<file path="config.mk">
export PLATFORM = sky130hd
export DESIGN_NAME = decimating_fir_correlator
export DESIGN_NICKNAME = d
export VERILOG_FILES = /design/src/design/dfc_pkg.sv /design/src/design/dfc_front.sv /design/src/design/dfc_queue.sv /design/src/design/dfc_back.sv /design/src/design/decimating_fir_correlator.sv
export VERILOG_INCLUDE_DIRS = /design/src /design/src/design
export SDC_FILE = /design/constraint.sdc
export NUM_CORES = 2
export LEC_CHECK = 0
export ABC_AREA = 1
export ABC_CLOCK_PERIOD_IN_PS = 15700
export BUFFER_PORTS_ARGS = -buffer_cell sky130_fd_sc_hd__buf_2
export CAP_MARGIN = 0
export CORE_MARGIN = 2
export CORE_UTILIZATION = 25
export DETAILED_ROUTE_END_ITERATION = 10
export GPL_TIMING_DRIVEN = 0
export SYNTH_ARGS = -nofsm -noshare
export SYNTH_HDL_FRONTEND = slang
export SYNTH_SLANG_ARGS = --single-unit
</file>
<file path="constraint.sdc">
create_clock -name clk -period 15.7 [get_ports clk]
set_clock_uncertainty 0.05 [all_clocks]
set_input_delay 3.14 -clock clk [delete_from_list [all_inputs] [get_ports clk]]
set_output_delay 3.14 -clock clk [all_outputs]
set_load 0.01 [all_outputs]
</file>
<file path="src/design/decimating_fir_correlator_assert.svh">
// ----------------------------------------------------------------------------
// decimating fir correlator assertion macros
// shared property shorthands for the correlator rtl
// ----------------------------------------------------------------------------
`ifndef DECIMATING_FIR_CORRELATOR_ASSERT_SVH
`define DECIMATING_FIR_CORRELATOR_ASSERT_SVH

// same-cycle implication
`define DFC_ASSERT_NOW(label, clk, rst_n, ante, cons, msg) \
	label: assert property (@(posedge clk) disable iff (!rst_n) (ante) |-> (cons)) \
		else $error(msg);

// next-cycle implication
`define DFC_ASSERT_NEXT(label, clk, rst_n, ante, cons, msg) \
	label: assert property (@(posedge clk) disable iff (!rst_n) (ante) |=> (cons)) \
		else $error(msg);

`endif

</file>
<file path="src/design/dfc_pkg.sv">
// ----------------------------------------------------------------------------
// dfc_pkg
// types, constants and codes shared by the decimating fir correlator
// ----------------------------------------------------------------------------
package dfc_pkg;

	localparam int MAX_TAPS_DEF    = 64;
	localparam int SAMPLE_BITS_DEF = 16;
	localparam int TAP_STORE_DEPTH = 64;
	localparam int QUEUE_DEPTH     = 4;

	localparam int CFG_IDX_W  = 2;
	localparam int CFG_DATA_W = 16;

	localparam logic [CFG_IDX_W-1:0] CFG_TAP_COUNT  = 2'd0;
	localparam logic [CFG_IDX_W-1:0] CFG_DECIMATION = 2'd1;
	localparam logic [CFG_IDX_W-1:0] CFG_SKIP_COUNT = 2'd2;

	localparam logic OP_COEF   = 1'b0;
	localparam logic OP_SAMPLE = 1'b1;

	localparam logic [6:0]  TAP_COUNT_RST  = 7'd1;
	localparam logic [8:0]  DECIMATION_RST = 9'd1;
	localparam logic [15:0] SKIP_COUNT_RST = 16'd0;

	typedef struct packed {
		logic              opcode;
		logic [5:0]        coef_index;
		logic signed [15:0] value;
		logic              last_sample;
	} dfc_in_t;

	typedef struct packed {
		logic signed [31:0] filtered_value;
		logic [15:0]        output_index;
		logic               has_value;
		logic               end_of_record;
		logic               short_record;
	} dfc_out_t;

	typedef struct packed {
		logic        has_value;
		logic        end_of_record;
		logic        short_record;
		logic [15:0] output_index;
		logic [6:0]  taps;
	} dfc_job_t;

	typedef struct packed {
		logic        we;
		logic [5:0]  addr;
		logic signed [15:0] data;
	} dfc_coef_wr_t;

	typedef struct packed {
		logic empty;
		logic full;
	} dfc_qstat_t;

	typedef enum logic [1:0] {
		BK_IDLE,
		BK_MAC,
		BK_DRAIN,
		BK_FINISH
	} dfc_back_state_t;

endpackage

</file>
<file path="src/design/dfc_front.sv">
// ----------------------------------------------------------------------------
// dfc_front
// accepts words, holds configuration and record counters, writes the tap and
// sample stores and queues one job per result
// ----------------------------------------------------------------------------
module dfc_front import dfc_pkg::*; #(
	parameter int MAX_TAPS    = MAX_TAPS_DEF,
	parameter int SAMPLE_BITS = SAMPLE_BITS_DEF,
	localparam int AW         = $clog2(MAX_TAPS) + 1
) (
	input  logic                          clk,
	input  logic                          arst_n,
	input  logic                          req_valid,
	output logic                          req_ready,
	input  dfc_in_t                       req,
	input  logic                          cfg_we,
	input  logic [CFG_IDX_W-1:0]          cfg_index,
	input  logic [CFG_DATA_W-1:0]         cfg_data,
	output dfc_coef_wr_t                  coef_wr,
	output logic                          smp_we,
	output logic [AW-1:0]                 smp_addr,
	output logic signed [SAMPLE_BITS-1:0] smp_data,
	output logic                          push,
	output dfc_job_t                      push_job,
	output logic [AW-1:0]                 push_base,
	input  dfc_qstat_t                    qstat,
	input  logic [AW-1:0]                 head_base,
	input  logic                          back_busy,
	input  logic [AW-1:0]                 back_base
);

	localparam int     DEPTH   = 1 << AW;
	localparam int     ROOM    = DEPTH - MAX_TAPS;
	localparam longint SMP_MAX = (longint'(1) <<< (SAMPLE_BITS - 1)) - 1;
	localparam longint SMP_MIN = -SMP_MAX - 1;
	localparam logic [16:0] CNT_MAX = '1;

	logic [6:0]    tap_count_q;
	logic [8:0]    decimation_q;
	logic [15:0]   skip_count_q;
	logic [16:0]   smp_cnt_q;
	logic [7:0]    phase_q;
	logic [15:0]   out_cnt_q;
	logic [AW-1:0] wr_ptr_q;

	logic [6:0]    taps;
	logic [7:0]    dec_m1;
	logic [16:0]   first;
	logic          emit;
	logic [7:0]    phase_d;
	logic          is_short;
	logic          outstanding;
	logic [AW-1:0] oldest_base;
	logic [AW-1:0] gap;
	logic          room;
	logic          accept;
	logic          smp_acc;

	always_comb begin
		if (tap_count_q == 7'd0) begin
			taps = 7'd1;
		end else if (int'(tap_count_q) > MAX_TAPS) begin
			taps = 7'(MAX_TAPS);
		end else begin
			taps = tap_count_q;
		end
		if (decimation_q == 9'd0) begin
			dec_m1 = 8'd0;
		end else if (decimation_q > 9'd256) begin
			dec_m1 = 8'd255;
		end else begin
			dec_m1 = 8'(decimation_q - 9'd1);
		end
	end

	assign first    = 17'(skip_count_q) + 17'(taps) - 17'd1;
	assign is_short = smp_cnt_q < (17'(taps) - 17'd1);

	always_comb begin
		emit    = 1'b0;
		phase_d = phase_q;
		if (smp_cnt_q == first) begin
			emit    = 1'b1;
			phase_d = dec_m1;
		end else if (smp_cnt_q > first) begin
			if (phase_q == 8'd0) begin
				emit    = 1'b1;
				phase_d = dec_m1;
			end else begin
				phase_d = phase_q - 8'd1;
			end
		end
	end

	// sample clamp to the window width
	always_comb begin
		if (longint'(req.value) > SMP_MAX) begin
			smp_data = SAMPLE_BITS'(SMP_MAX);
		end else if (longint'(req.value) < SMP_MIN) begin
			smp_data = SAMPLE_BITS'(SMP_MIN);
		end else begin
			smp_data = SAMPLE_BITS'(req.value);
		end
	end

	// keep the oldest pending window clear of new writes
	assign outstanding = back_busy || !qstat.empty;
	assign oldest_base = back_busy ? back_base : head_base;
	assign gap         = wr_ptr_q - oldest_base;
	assign room        = !outstanding || (int'(gap) <= ROOM);

	always_comb begin
		if (req.opcode == OP_COEF) begin
			req_ready = !outstanding;
		end else begin
			req_ready = !qstat.full && room;
		end
	end

	assign accept  = req_valid && req_ready;
	assign smp_acc = accept && (req.opcode == OP_SAMPLE);

	assign coef_wr.we   = accept && (req.opcode == OP_COEF) && (int'(req.coef_index) < MAX_TAPS);
	assign coef_wr.addr = req.coef_index;
	assign coef_wr.data = req.value;

	assign smp_we   = smp_acc;
	assign smp_addr = wr_ptr_q;

	always_comb begin
		push_job.taps          = taps;
		push_job.end_of_record = req.last_sample;
		push_job.short_record  = req.last_sample && is_short;
		push_job.has_value     = req.last_sample ? (!is_short && emit) : 1'b1;
		push_job.output_index  = (req.last_sample && is_short) ? 16'd0 : out_cnt_q;
	end

	assign push      = smp_acc && (req.last_sample || emit);
	assign push_base = wr_ptr_q;

	always_ff @(posedge clk or negedge arst_n) begin
		if (!arst_n) begin
			tap_count_q  <= TAP_COUNT_RST;
			decimation_q <= DECIMATION_RST;
			skip_count_q <= SKIP_COUNT_RST;
		end else if (cfg_we) begin
			case (cfg_index)
				CFG_TAP_COUNT:  tap_count_q  <= cfg_data[6:0];
				CFG_DECIMATION: decimation_q <= cfg_data[8:0];
				CFG_SKIP_COUNT: skip_count_q <= cfg_data;
				default: ;
			endcase
		end
	end

	always_ff @(posedge clk or negedge arst_n) begin
		if (!arst_n) begin
			smp_cnt_q <= '0;
			phase_q   <= '0;
			out_cnt_q <= '0;
			wr_ptr_q  <= '0;
		end else if (smp_acc) begin
			wr_ptr_q <= wr_ptr_q + AW'(1);
			if (req.last_sample) begin
				smp_cnt_q <= '0;
				phase_q   <= '0;
				out_cnt_q <= '0;
			end else begin
				if (smp_cnt_q != CNT_MAX) begin
					smp_cnt_q <= smp_cnt_q + 17'd1;
				end
				phase_q <= phase_d;
				if (emit) begin
					out_cnt_q <= out_cnt_q + 16'd1;
				end
			end
		end
	end

endmodule

</file>
<file path="src/design/dfc_queue.sv">
// ----------------------------------------------------------------------------
// dfc_queue
// short job queue between the front and the multiply-accumulate back end
// ----------------------------------------------------------------------------
module dfc_queue import dfc_pkg::*; #(
	parameter int AW = 7
) (
	input  logic          clk,
	input  logic          arst_n,
	input  logic          push,
	input  dfc_job_t      push_job,
	input  logic [AW-1:0] push_base,
	input  logic          pop,
	output dfc_job_t      head_job,
	output logic [AW-1:0] head_base,
	output dfc_qstat_t    qstat
);

	localparam int QPW = $clog2(QUEUE_DEPTH);

	dfc_job_t      job_mem_q  [QUEUE_DEPTH];
	logic [AW-1:0] base_mem_q [QUEUE_DEPTH];
	logic [QPW-1:0] wptr_q;
	logic [QPW-1:0] rptr_q;
	logic [QPW:0]   count_q;

	assign head_job    = job_mem_q[rptr_q];
	assign head_base   = base_mem_q[rptr_q];
	assign qstat.empty = (count_q == '0);
	assign qstat.full  = (count_q == (QPW+1)'(QUEUE_DEPTH));

	always_ff @(posedge clk) begin
		if (push) begin
			job_mem_q[wptr_q]  <= push_job;
			base_mem_q[wptr_q] <= push_base;
		end
	end

	always_ff @(posedge clk or negedge arst_n) begin
		if (!arst_n) begin
			wptr_q  <= '0;
			rptr_q  <= '0;
			count_q <= '0;
		end else begin
			if (push) begin
				wptr_q <= wptr_q + QPW'(1);
			end
			if (pop) begin
				rptr_q <= rptr_q + QPW'(1);
			end
			if (push && !pop) begin
				count_q <= count_q + (QPW+1)'(1);
			end else if (pop && !push) begin
				count_q <= count_q - (QPW+1)'(1);
			end
		end
	end

endmodule

</file>
<file path="src/design/dfc_back.sv">
// ----------------------------------------------------------------------------
// dfc_back
// tap and sample stores, one multiply-accumulate per tap, rounding,
// saturation and the result register
// ----------------------------------------------------------------------------
module dfc_back import dfc_pkg::*; #(
	parameter int MAX_TAPS    = MAX_TAPS_DEF,
	parameter int SAMPLE_BITS = SAMPLE_BITS_DEF,
	localparam int AW         = $clog2(MAX_TAPS) + 1
) (
	input  logic                          clk,
	input  logic                          arst_n,
	input  dfc_coef_wr_t                  coef_wr,
	input  logic                          smp_we,
	input  logic [AW-1:0]                 smp_addr,
	input  logic signed [SAMPLE_BITS-1:0] smp_data,
	output logic                          pop,
	input  dfc_job_t                      job,
	input  logic [AW-1:0]                 job_base,
	input  dfc_qstat_t                    qstat,
	output logic                          busy,
	output logic [AW-1:0]                 base,
	output logic                          rsp_valid,
	input  logic                          rsp_ready,
	output dfc_out_t                      rsp
);

	localparam int DEPTH = 1 << AW;
	localparam int TD    = (MAX_TAPS < TAP_STORE_DEPTH) ? MAX_TAPS : TAP_STORE_DEPTH;
	localparam int TAW   = $clog2(TD);
	localparam int PW    = 16 + SAMPLE_BITS;
	localparam int ACC_W = PW + $clog2(MAX_TAPS) + 1;
	localparam int SH_W  = ACC_W - 15;

	logic signed [15:0]            coef_mem [TD];
	logic signed [SAMPLE_BITS-1:0] smp_mem  [DEPTH];

	dfc_back_state_t state_q;
	dfc_back_state_t state_d;

	dfc_job_t      job_q;
	logic [AW-1:0] base_q;
	logic [6:0]    tap_q;
	logic          v_s1;
	logic          l_s1;
	logic          z_s1;
	logic          v_s2;
	logic          l_s2;
	logic signed [15:0]            coef_s1;
	logic signed [SAMPLE_BITS-1:0] smp_s1;
	logic signed [PW-1:0]          prod_s2;
	logic signed [ACC_W-1:0]       acc_q;
	dfc_out_t      rsp_q;
	logic          rsp_valid_q;

	logic          issue;
	logic          last_issue;
	logic          load_rsp;
	logic [AW-1:0] smp_ra;
	logic signed [15:0]      coef_eff;
	logic [ACC_W-1:0]        biased;
	logic signed [SH_W-1:0]  shifted;
	logic signed [63:0]      sh64;
	logic signed [31:0]      sat;

	assign last_issue = (tap_q == (job_q.taps - 7'd1));

	always_comb begin
		state_d = state_q;
		case (state_q)
			BK_IDLE: begin
				if (!qstat.empty) begin
					state_d = job.has_value ? BK_MAC : BK_FINISH;
				end
			end
			BK_MAC: begin
				if (last_issue) begin
					state_d = BK_DRAIN;
				end
			end
			BK_DRAIN: begin
				if (v_s2 && l_s2) begin
					state_d = BK_FINISH;
				end
			end
			BK_FINISH: begin
				if (!rsp_valid_q || rsp_ready) begin
					state_d = BK_IDLE;
				end
			end
			default: state_d = BK_IDLE;
		endcase
	end

	always_comb begin
		pop      = 1'b0;
		issue    = 1'b0;
		load_rsp = 1'b0;
		busy     = 1'b1;
		case (state_q)
			BK_IDLE: begin
				pop  = !qstat.empty;
				busy = 1'b0;
			end
			BK_MAC:    issue = 1'b1;
			BK_DRAIN:  ;
			BK_FINISH: load_rsp = !rsp_valid_q || rsp_ready;
			default:   busy = 1'b0;
		endcase
	end

	always_ff @(posedge clk or negedge arst_n) begin
		if (!arst_n) begin
			state_q <= BK_IDLE;
		end else begin
			state_q <= state_d;
		end
	end

	// window entry taps-1-t back from the newest sample meets tap t
	assign smp_ra = base_q - AW'(job_q.taps - 7'd1 - tap_q);

	always_ff @(posedge clk) begin
		if (coef_wr.we) begin
			coef_mem[coef_wr.addr[TAW-1:0]] <= coef_wr.data;
		end
		coef_s1 <= coef_mem[tap_q[TAW-1:0]];
	end

	always_ff @(posedge clk) begin
		if (smp_we) begin
			smp_mem[smp_addr] <= smp_data;
		end
		smp_s1 <= smp_mem[smp_ra];
	end

	assign coef_eff = z_s1 ? 16'sd0 : coef_s1;

	always_ff @(posedge clk or negedge arst_n) begin
		if (!arst_n) begin
			v_s1 <= 1'b0;
			l_s1 <= 1'b0;
			v_s2 <= 1'b0;
			l_s2 <= 1'b0;
		end else begin
			v_s1 <= issue;
			l_s1 <= issue && last_issue;
			v_s2 <= v_s1;
			l_s2 <= l_s1;
		end
	end

	always_ff @(posedge clk) begin
		z_s1    <= (int'(tap_q) >= TD);
		prod_s2 <= coef_eff * smp_s1;
		if (pop) begin
			job_q  <= job;
			base_q <= job_base;
			tap_q  <= '0;
			acc_q  <= '0;
		end else begin
			if (issue) begin
				tap_q <= tap_q + 7'd1;
			end
			if (v_s2) begin
				acc_q <= acc_q + ACC_W'(prod_s2);
			end
		end
	end

	assign base = base_q;

	// round half up to q.15 then saturate
	assign biased  = acc_q + ACC_W'(16384);
	assign shifted = $signed(biased[ACC_W-1:15]);
	assign sh64    = 64'(shifted);

	always_comb begin
		if (sh64 > 64'sd2147483647) begin
			sat = 32'sh7fffffff;
		end else if (sh64 < -64'sd2147483648) begin
			sat = 32'sh80000000;
		end else begin
			sat = 32'(sh64);
		end
	end

	always_ff @(posedge clk) begin
		if (load_rsp) begin
			rsp_q.filtered_value <= job_q.has_value ? sat : 32'sd0;
			rsp_q.output_index   <= job_q.output_index;
			rsp_q.has_value      <= job_q.has_value;
			rsp_q.end_of_record  <= job_q.end_of_record;
			rsp_q.short_record   <= job_q.short_record;
		end
	end

	always_ff @(posedge clk or negedge arst_n) begin
		if (!arst_n) begin
			rsp_valid_q <= 1'b0;
		end else if (load_rsp) begin
			rsp_valid_q <= 1'b1;
		end else if (rsp_ready) begin
			rsp_valid_q <= 1'b0;
		end
	end

	assign rsp_valid = rsp_valid_q;
	assign rsp       = rsp_q;

endmodule

</file>
<file path="src/design/decimating_fir_correlator.sv">
// ----------------------------------------------------------------------------
// decimating_fir_correlator
// streaming decimating correlator over q1.15 taps and samples
//
//   channel  signals                     direction  payload
//   req      req_valid req_ready req     in         dfc_in_t
//   rsp      rsp_valid rsp_ready rsp     out        dfc_out_t
//   cfg      cfg_we cfg_index cfg_data   in         register write, no wait
//
// a sample word is taken while the job queue has room; a word that yields a
// value passes through the multiply-accumulate unit, one tap per cycle over the
// taps in use, then drains; other results go straight to the result register
// a coefficient word waits until every queued job has left the back end
// sample words also stall when the oldest pending window would be overwritten
// reset clears control state only; the tap and sample stores need no clearing
// ----------------------------------------------------------------------------
module decimating_fir_correlator import dfc_pkg::*; #(
	parameter int MAX_TAPS    = MAX_TAPS_DEF,
	parameter int SAMPLE_BITS = SAMPLE_BITS_DEF
) (
	input  logic                  clk,
	input  logic                  arst_n,
	input  logic                  req_valid,
	output logic                  req_ready,
	input  dfc_in_t               req,
	output logic                  rsp_valid,
	input  logic                  rsp_ready,
	output dfc_out_t              rsp,
	input  logic                  cfg_we,
	input  logic [CFG_IDX_W-1:0]  cfg_index,
	input  logic [CFG_DATA_W-1:0] cfg_data
);

	`include "decimating_fir_correlator_assert.svh"

	localparam int AW = $clog2(MAX_TAPS) + 1;

	dfc_coef_wr_t                  coef_wr;
	logic                          smp_we;
	logic [AW-1:0]                 smp_addr;
	logic signed [SAMPLE_BITS-1:0] smp_data;
	logic                          push;
	dfc_job_t                      push_job;
	logic [AW-1:0]                 push_base;
	logic                          pop;
	dfc_job_t                      head_job;
	logic [AW-1:0]                 head_base;
	dfc_qstat_t                    qstat;
	logic                          back_busy;
	logic [AW-1:0]                 back_base;

	dfc_front #(
		.MAX_TAPS    (MAX_TAPS),
		.SAMPLE_BITS (SAMPLE_BITS)
	) u_front (
		.clk       (clk),
		.arst_n    (arst_n),
		.req_valid (req_valid),
		.req_ready (req_ready),
		.req       (req),
		.cfg_we    (cfg_we),
		.cfg_index (cfg_index),
		.cfg_data  (cfg_data),
		.coef_wr   (coef_wr),
		.smp_we    (smp_we),
		.smp_addr  (smp_addr),
		.smp_data  (smp_data),
		.push      (push),
		.push_job  (push_job),
		.push_base (push_base),
		.qstat     (qstat),
		.head_base (head_base),
		.back_busy (back_busy),
		.back_base (back_base)
	);

	dfc_queue #(
		.AW (AW)
	) u_queue (
		.clk       (clk),
		.arst_n    (arst_n),
		.push      (push),
		.push_job  (push_job),
		.push_base (push_base),
		.pop       (pop),
		.head_job  (head_job),
		.head_base (head_base),
		.qstat     (qstat)
	);

	dfc_back #(
		.MAX_TAPS    (MAX_TAPS),
		.SAMPLE_BITS (SAMPLE_BITS)
	) u_back (
		.clk       (clk),
		.arst_n    (arst_n),
		.coef_wr   (coef_wr),
		.smp_we    (smp_we),
		.smp_addr  (smp_addr),
		.smp_data  (smp_data),
		.pop       (pop),
		.job       (head_job),
		.job_base  (head_base),
		.qstat     (qstat),
		.busy      (back_busy),
		.base      (back_base),
		.rsp_valid (rsp_valid),
		.rsp_ready (rsp_ready),
		.rsp       (rsp)
	);

	`DFC_ASSERT_NOW(a_coef_when_drained, clk, arst_n, req_valid && req_ready && (req.opcode == OP_COEF), !back_busy && qstat.empty, "coefficient taken with jobs pending")
	`DFC_ASSERT_NOW(a_no_push_full, clk, arst_n, push, !qstat.full, "job pushed into full queue")
	`DFC_ASSERT_NOW(a_no_pop_empty, clk, arst_n, pop, !qstat.empty, "job popped from empty queue")
	`DFC_ASSERT_NEXT(a_pop_starts_back, clk, arst_n, pop, back_busy, "back end idle after pop")

endmodule

</file>
==> flow_summary.yaml <==
grt:
  grt_pass1_wl_mm: 725
  grt_max_degree: 77
  antenna_found_initial: 28
  grt.overflow.total: 0
  grt.total_usage_pct: 16.0
  grt_pass1_vias: 102000
setup_path:
  cp.required_ps: 12510
  start_kind: "register"
  slowest_stage: "dfrtp_1"
  path_buf_inv: 4
  end_kind: "output port"
  crit_fanout: 10
  path_cells: "inv_2 -> clkbuf_1 -> clkbuf_1 -> o21ai_0 -> o22ai_1 -> mux2i_1 -> ha_1 -> a21oi_1 -> o21ai_0 -> nor2_1 -> nand3_1 -> nand3_1 -> nand2_1 -> a22oi_1 -> buf_2"
  worst-r2r-setup-slack_ps: 8620
  r2r_start: "u_front.tap_count_q[1]$_DFFE_PN0P_"
  crit_path_max_incr_delay_ps: 440
  worstSetupPathType: "register to output port"
  r2r_cells: 37
  crit_family: "buffers and inverters"
  r2r-end: "u_queue.count_q[2]$_DFFE_PN0P_"
  crit_arrival_ps: 4410
final_layout:
  nNetsFinal: 13600
  area_delta_synth_final_pct: 17.5
  drive_above_1_share_pct: 10.4
place:
  routabilityCongestion: 0.972
  portBuffers: 99
  hpwl_mm: 362
drt:
  drc_errors: 0
  routedWlPerCell_um: 24.0
  antenna_left: 0
  drtIter0Drc: 13800
  vias_per_cell: 4.96
  dr.pass1.iters: 8
  vias: 106000
  drt_wl_total_mm: 514
clock_tree:
  clock_path_buffers: 4
  cts-resized-gates: 0
  cts_tree: "done"
  cts_buffers: 362
  htreeDepth: 5
  cts_hold_buf: 0
  clk_pin_slew_ps: 60
  cts_sinks: 3486
  clk_latency_ps: 990
  clockRootBuffer: "clkbuf_16"
  postCtsSetupRepairBufs: 0
yosys:
  avgSynthCellArea_um2: 12.2
  yosysWarnings: 0
  yosysSeqAreaShare_pct: 68.0
  synth_area_um2: 152000
  synth_edf_count: 3281
  ys.flop_type: "edfxtp_1"
  synth_seq_cells: 3486
  synth_cells: 12400
  async_flop_share_pct: 2.70
  synth_cell_types: 63
timing:
  max-slew-margin-rel_pct: 2.51
  setup_viol_count_final: 0
  fmax_mhz: 132
  period_share_pct: 48.4
  fin_setup_tns_ps: 0
  min_period_ps: 7600
  report.final.slew_viol_count: 0
  worst_slew_pin_slew_ps: 1460
  rsz0062_at_grt: "no"
  finalHoldViolCount: 0
floorplan:
  die_width_um: 783
  io_pins: 100
  fp.dieH_um: 783
  start_util_pct: 25.0
  rows: 286
  dieArea_um2: 613000
  placeableCoreArea_um2: 605000
job:
  cap_viol_max_count: 0
min_path:
  holdPathStages: 0
  min_to: "u_back.v_s2$_DFF_PN0_"
  hold_path.class: "register to register"
  worstHoldStart: "u_back.v_s1$_DFF_PN0_"
status:
  outcome: "finished, final reports clean"
cell usage after synthesis (all sizes together), types with 5 or more instances:
cell | count | area [um^2]
a211oi | 5 | 37.5
a21boi | 5 | 37.5
a21o | 11 | 82.6
a21oi | 207 | 1040
a31oi | 11 | 68.8
buf | 173 | 882
clkbuf | 572 | 2150
clkinv | 15 | 56.3
dfrtp | 92 | 2300
dfxtp | 111 | 2220
edfxtp | 3281 | 98500
fa | 272 | 5450
ha | 214 | 2680
inv | 723 | 2710
mux2 | 189 | 2130
mux2i | 5 | 50.1
nand2 | 909 | 3420
nand3 | 282 | 1420
nand4 | 61 | 397
nor2 | 2199 | 8270
nor3 | 50 | 250
nor4 | 9 | 56.3
o211ai | 158 | 1190
o21a | 8 | 60.1
o21ai | 1863 | 9320
o21bai | 8 | 60.1
o221ai | 100 | 876
o22ai | 702 | 4390
or2 | 13 | 81.3
xnor2 | 43 | 377
xor2 | 84 | 736
state kept, by name, indices dropped and copies added, names as in the netlist, 3 cells and up:
name                  flops
u_back.prod_s2           32
u_back.acc_q             39
u_front.out_cnt_q        16
u_front.push_base         7
u_back.tap_q              7
u_back.base               7
u_back.smp_mem         2048
u_front.decimation_q      9
u_front.phase_q           8
u_back.coef_mem        1024
u_queue.base_mem_q       28
u_front.tap_count_q       7
u_queue.count_q           3
u_back.coef_s1           16
u_queue.job_mem_q       104
u_back.job_q             26
u_front.skip_count_q     16
u_front.smp_cnt_q        17
u_back.rsp               44
u_back.smp_s1            16
worst max path at each step:
| stage | start | to | slack (ps) | cells past startpoint |
|---|---|---|---|---|
| 2_1_floorplan | req[23] | req_ready | 9090 | 2 |
| 3_3_place_gp | req[13] | u_back.smp_mem[44][12]$_DFFE_PP_ | 4870 | 2 |
| 3_5_place_dp | u_front.tap_count_q[1]$_DFFE_PN0P_ | u_queue.count_q[2]$_DFFE_PN0P_ | 8610 | 37 |
| 4_1_cts | u_queue.rptr_q[0]$_DFFE_PN0P_ | req_ready | 8020 | 15 |
| 5_1_grt | u_queue.rptr_q[0]$_DFFE_PN0P_ | req_ready | 7770 | 15 |
| 6_report | u_queue.rptr_q[0]$_DFFE_PN0P_ | req_ready | 8100 | 15 |
worst reg2reg max path, delay by kind of cell (launching register included):
kind | cells | cell delay, ps
AOI/OAI and AO/OA | 6 | 1340
xor gates and xnor gates | 2 | 210
buffers and inverters | 7 | 800
and+or+nand+nor | 16 | 2290
DFF | 1 | 390
adders and majority gates | 6 | 1830
cells in the final DEF (no fill, tap or decap), drive strengths merged, types with 9 or more instances in the layout:
cell         n
ha         214
nand4       61
nand3      282
dfxtp      111
mux2       189
edfxtp    3281
a31oi       11
clkinv     166
o221ai     100
nor4         9
nand2      909
o22ai      702
o21ai     1863
bufinv      21
clkinvlp    12
or2         13
a21o        11
conb        10
dfrtp       92
nor3        50
xnor2       43
nor2      2199
a21oi      207
fa         272
inv        733
clkbuf    1029
o211ai     158
buf        475
xor2        84
diode       26
routing by layer:
layer / up-vias / part of all wire [%] / track usage [%]
li1: 46100 / - / -
met1: 53200 / 39 / 20.9
met2: 5865 / 45 / 24.9
met3: 1156 / 10 / 3.71
met4: 10 / 5.7 / 8.05
met5: - / 0.013 / 0
stage by stage:
step	cells	setup WS [ps]	hold slack (ps)	util (%)	instance area, um^2
2_1_floorplan	12400	9090	281	-	152000
3_3_place_gp	20600	4870	282	26.8	162000
3_5_place_dp	20800	8610	286	27.5	167000
4_1_cts	21400	8020	299	29.4	178000
5_1_grt	21400	7770	310	29.4	178000
6_report	21500	8100	298	29.4	178000
area by class of cell:
type,instances,area (um^2)
diodes,26,65.1
plain buffers,745,3090
clock buffers,457,9580
clock inverters,194,1740
fillers,61300,427000
inverters,738,2770
multi-input cells,7445,43300
flip-flops and latches,3486,103000
well taps,8064,10100
repair buffers,302,4440
cells by family (layout without fill, tap and decap cells):
| kind of cell | count (synthesis) | after routing | synth area share (%) |
|---|---|---|---|
| and+or+nand+nor | 3531 | 3531 | 9.21 |
| DFF | 3486 | 3486 | 68.0 |
| AOI/OAI and AO/OA | 3096 | 3096 | 11.4 |
| buffers and inverters | 1483 | 2436 | 3.82 |
| adders and majority gates | 486 | 486 | 5.36 |
| muxes | 194 | 194 | 1.44 |
| xor gates and xnor gates | 128 | 128 | 0.748 |
| other | 1 | 36 | 0.00247 |
Power is not shown: default switching activity piles up to over one toggle a cycle in this logic, so the estimate is an artifact.
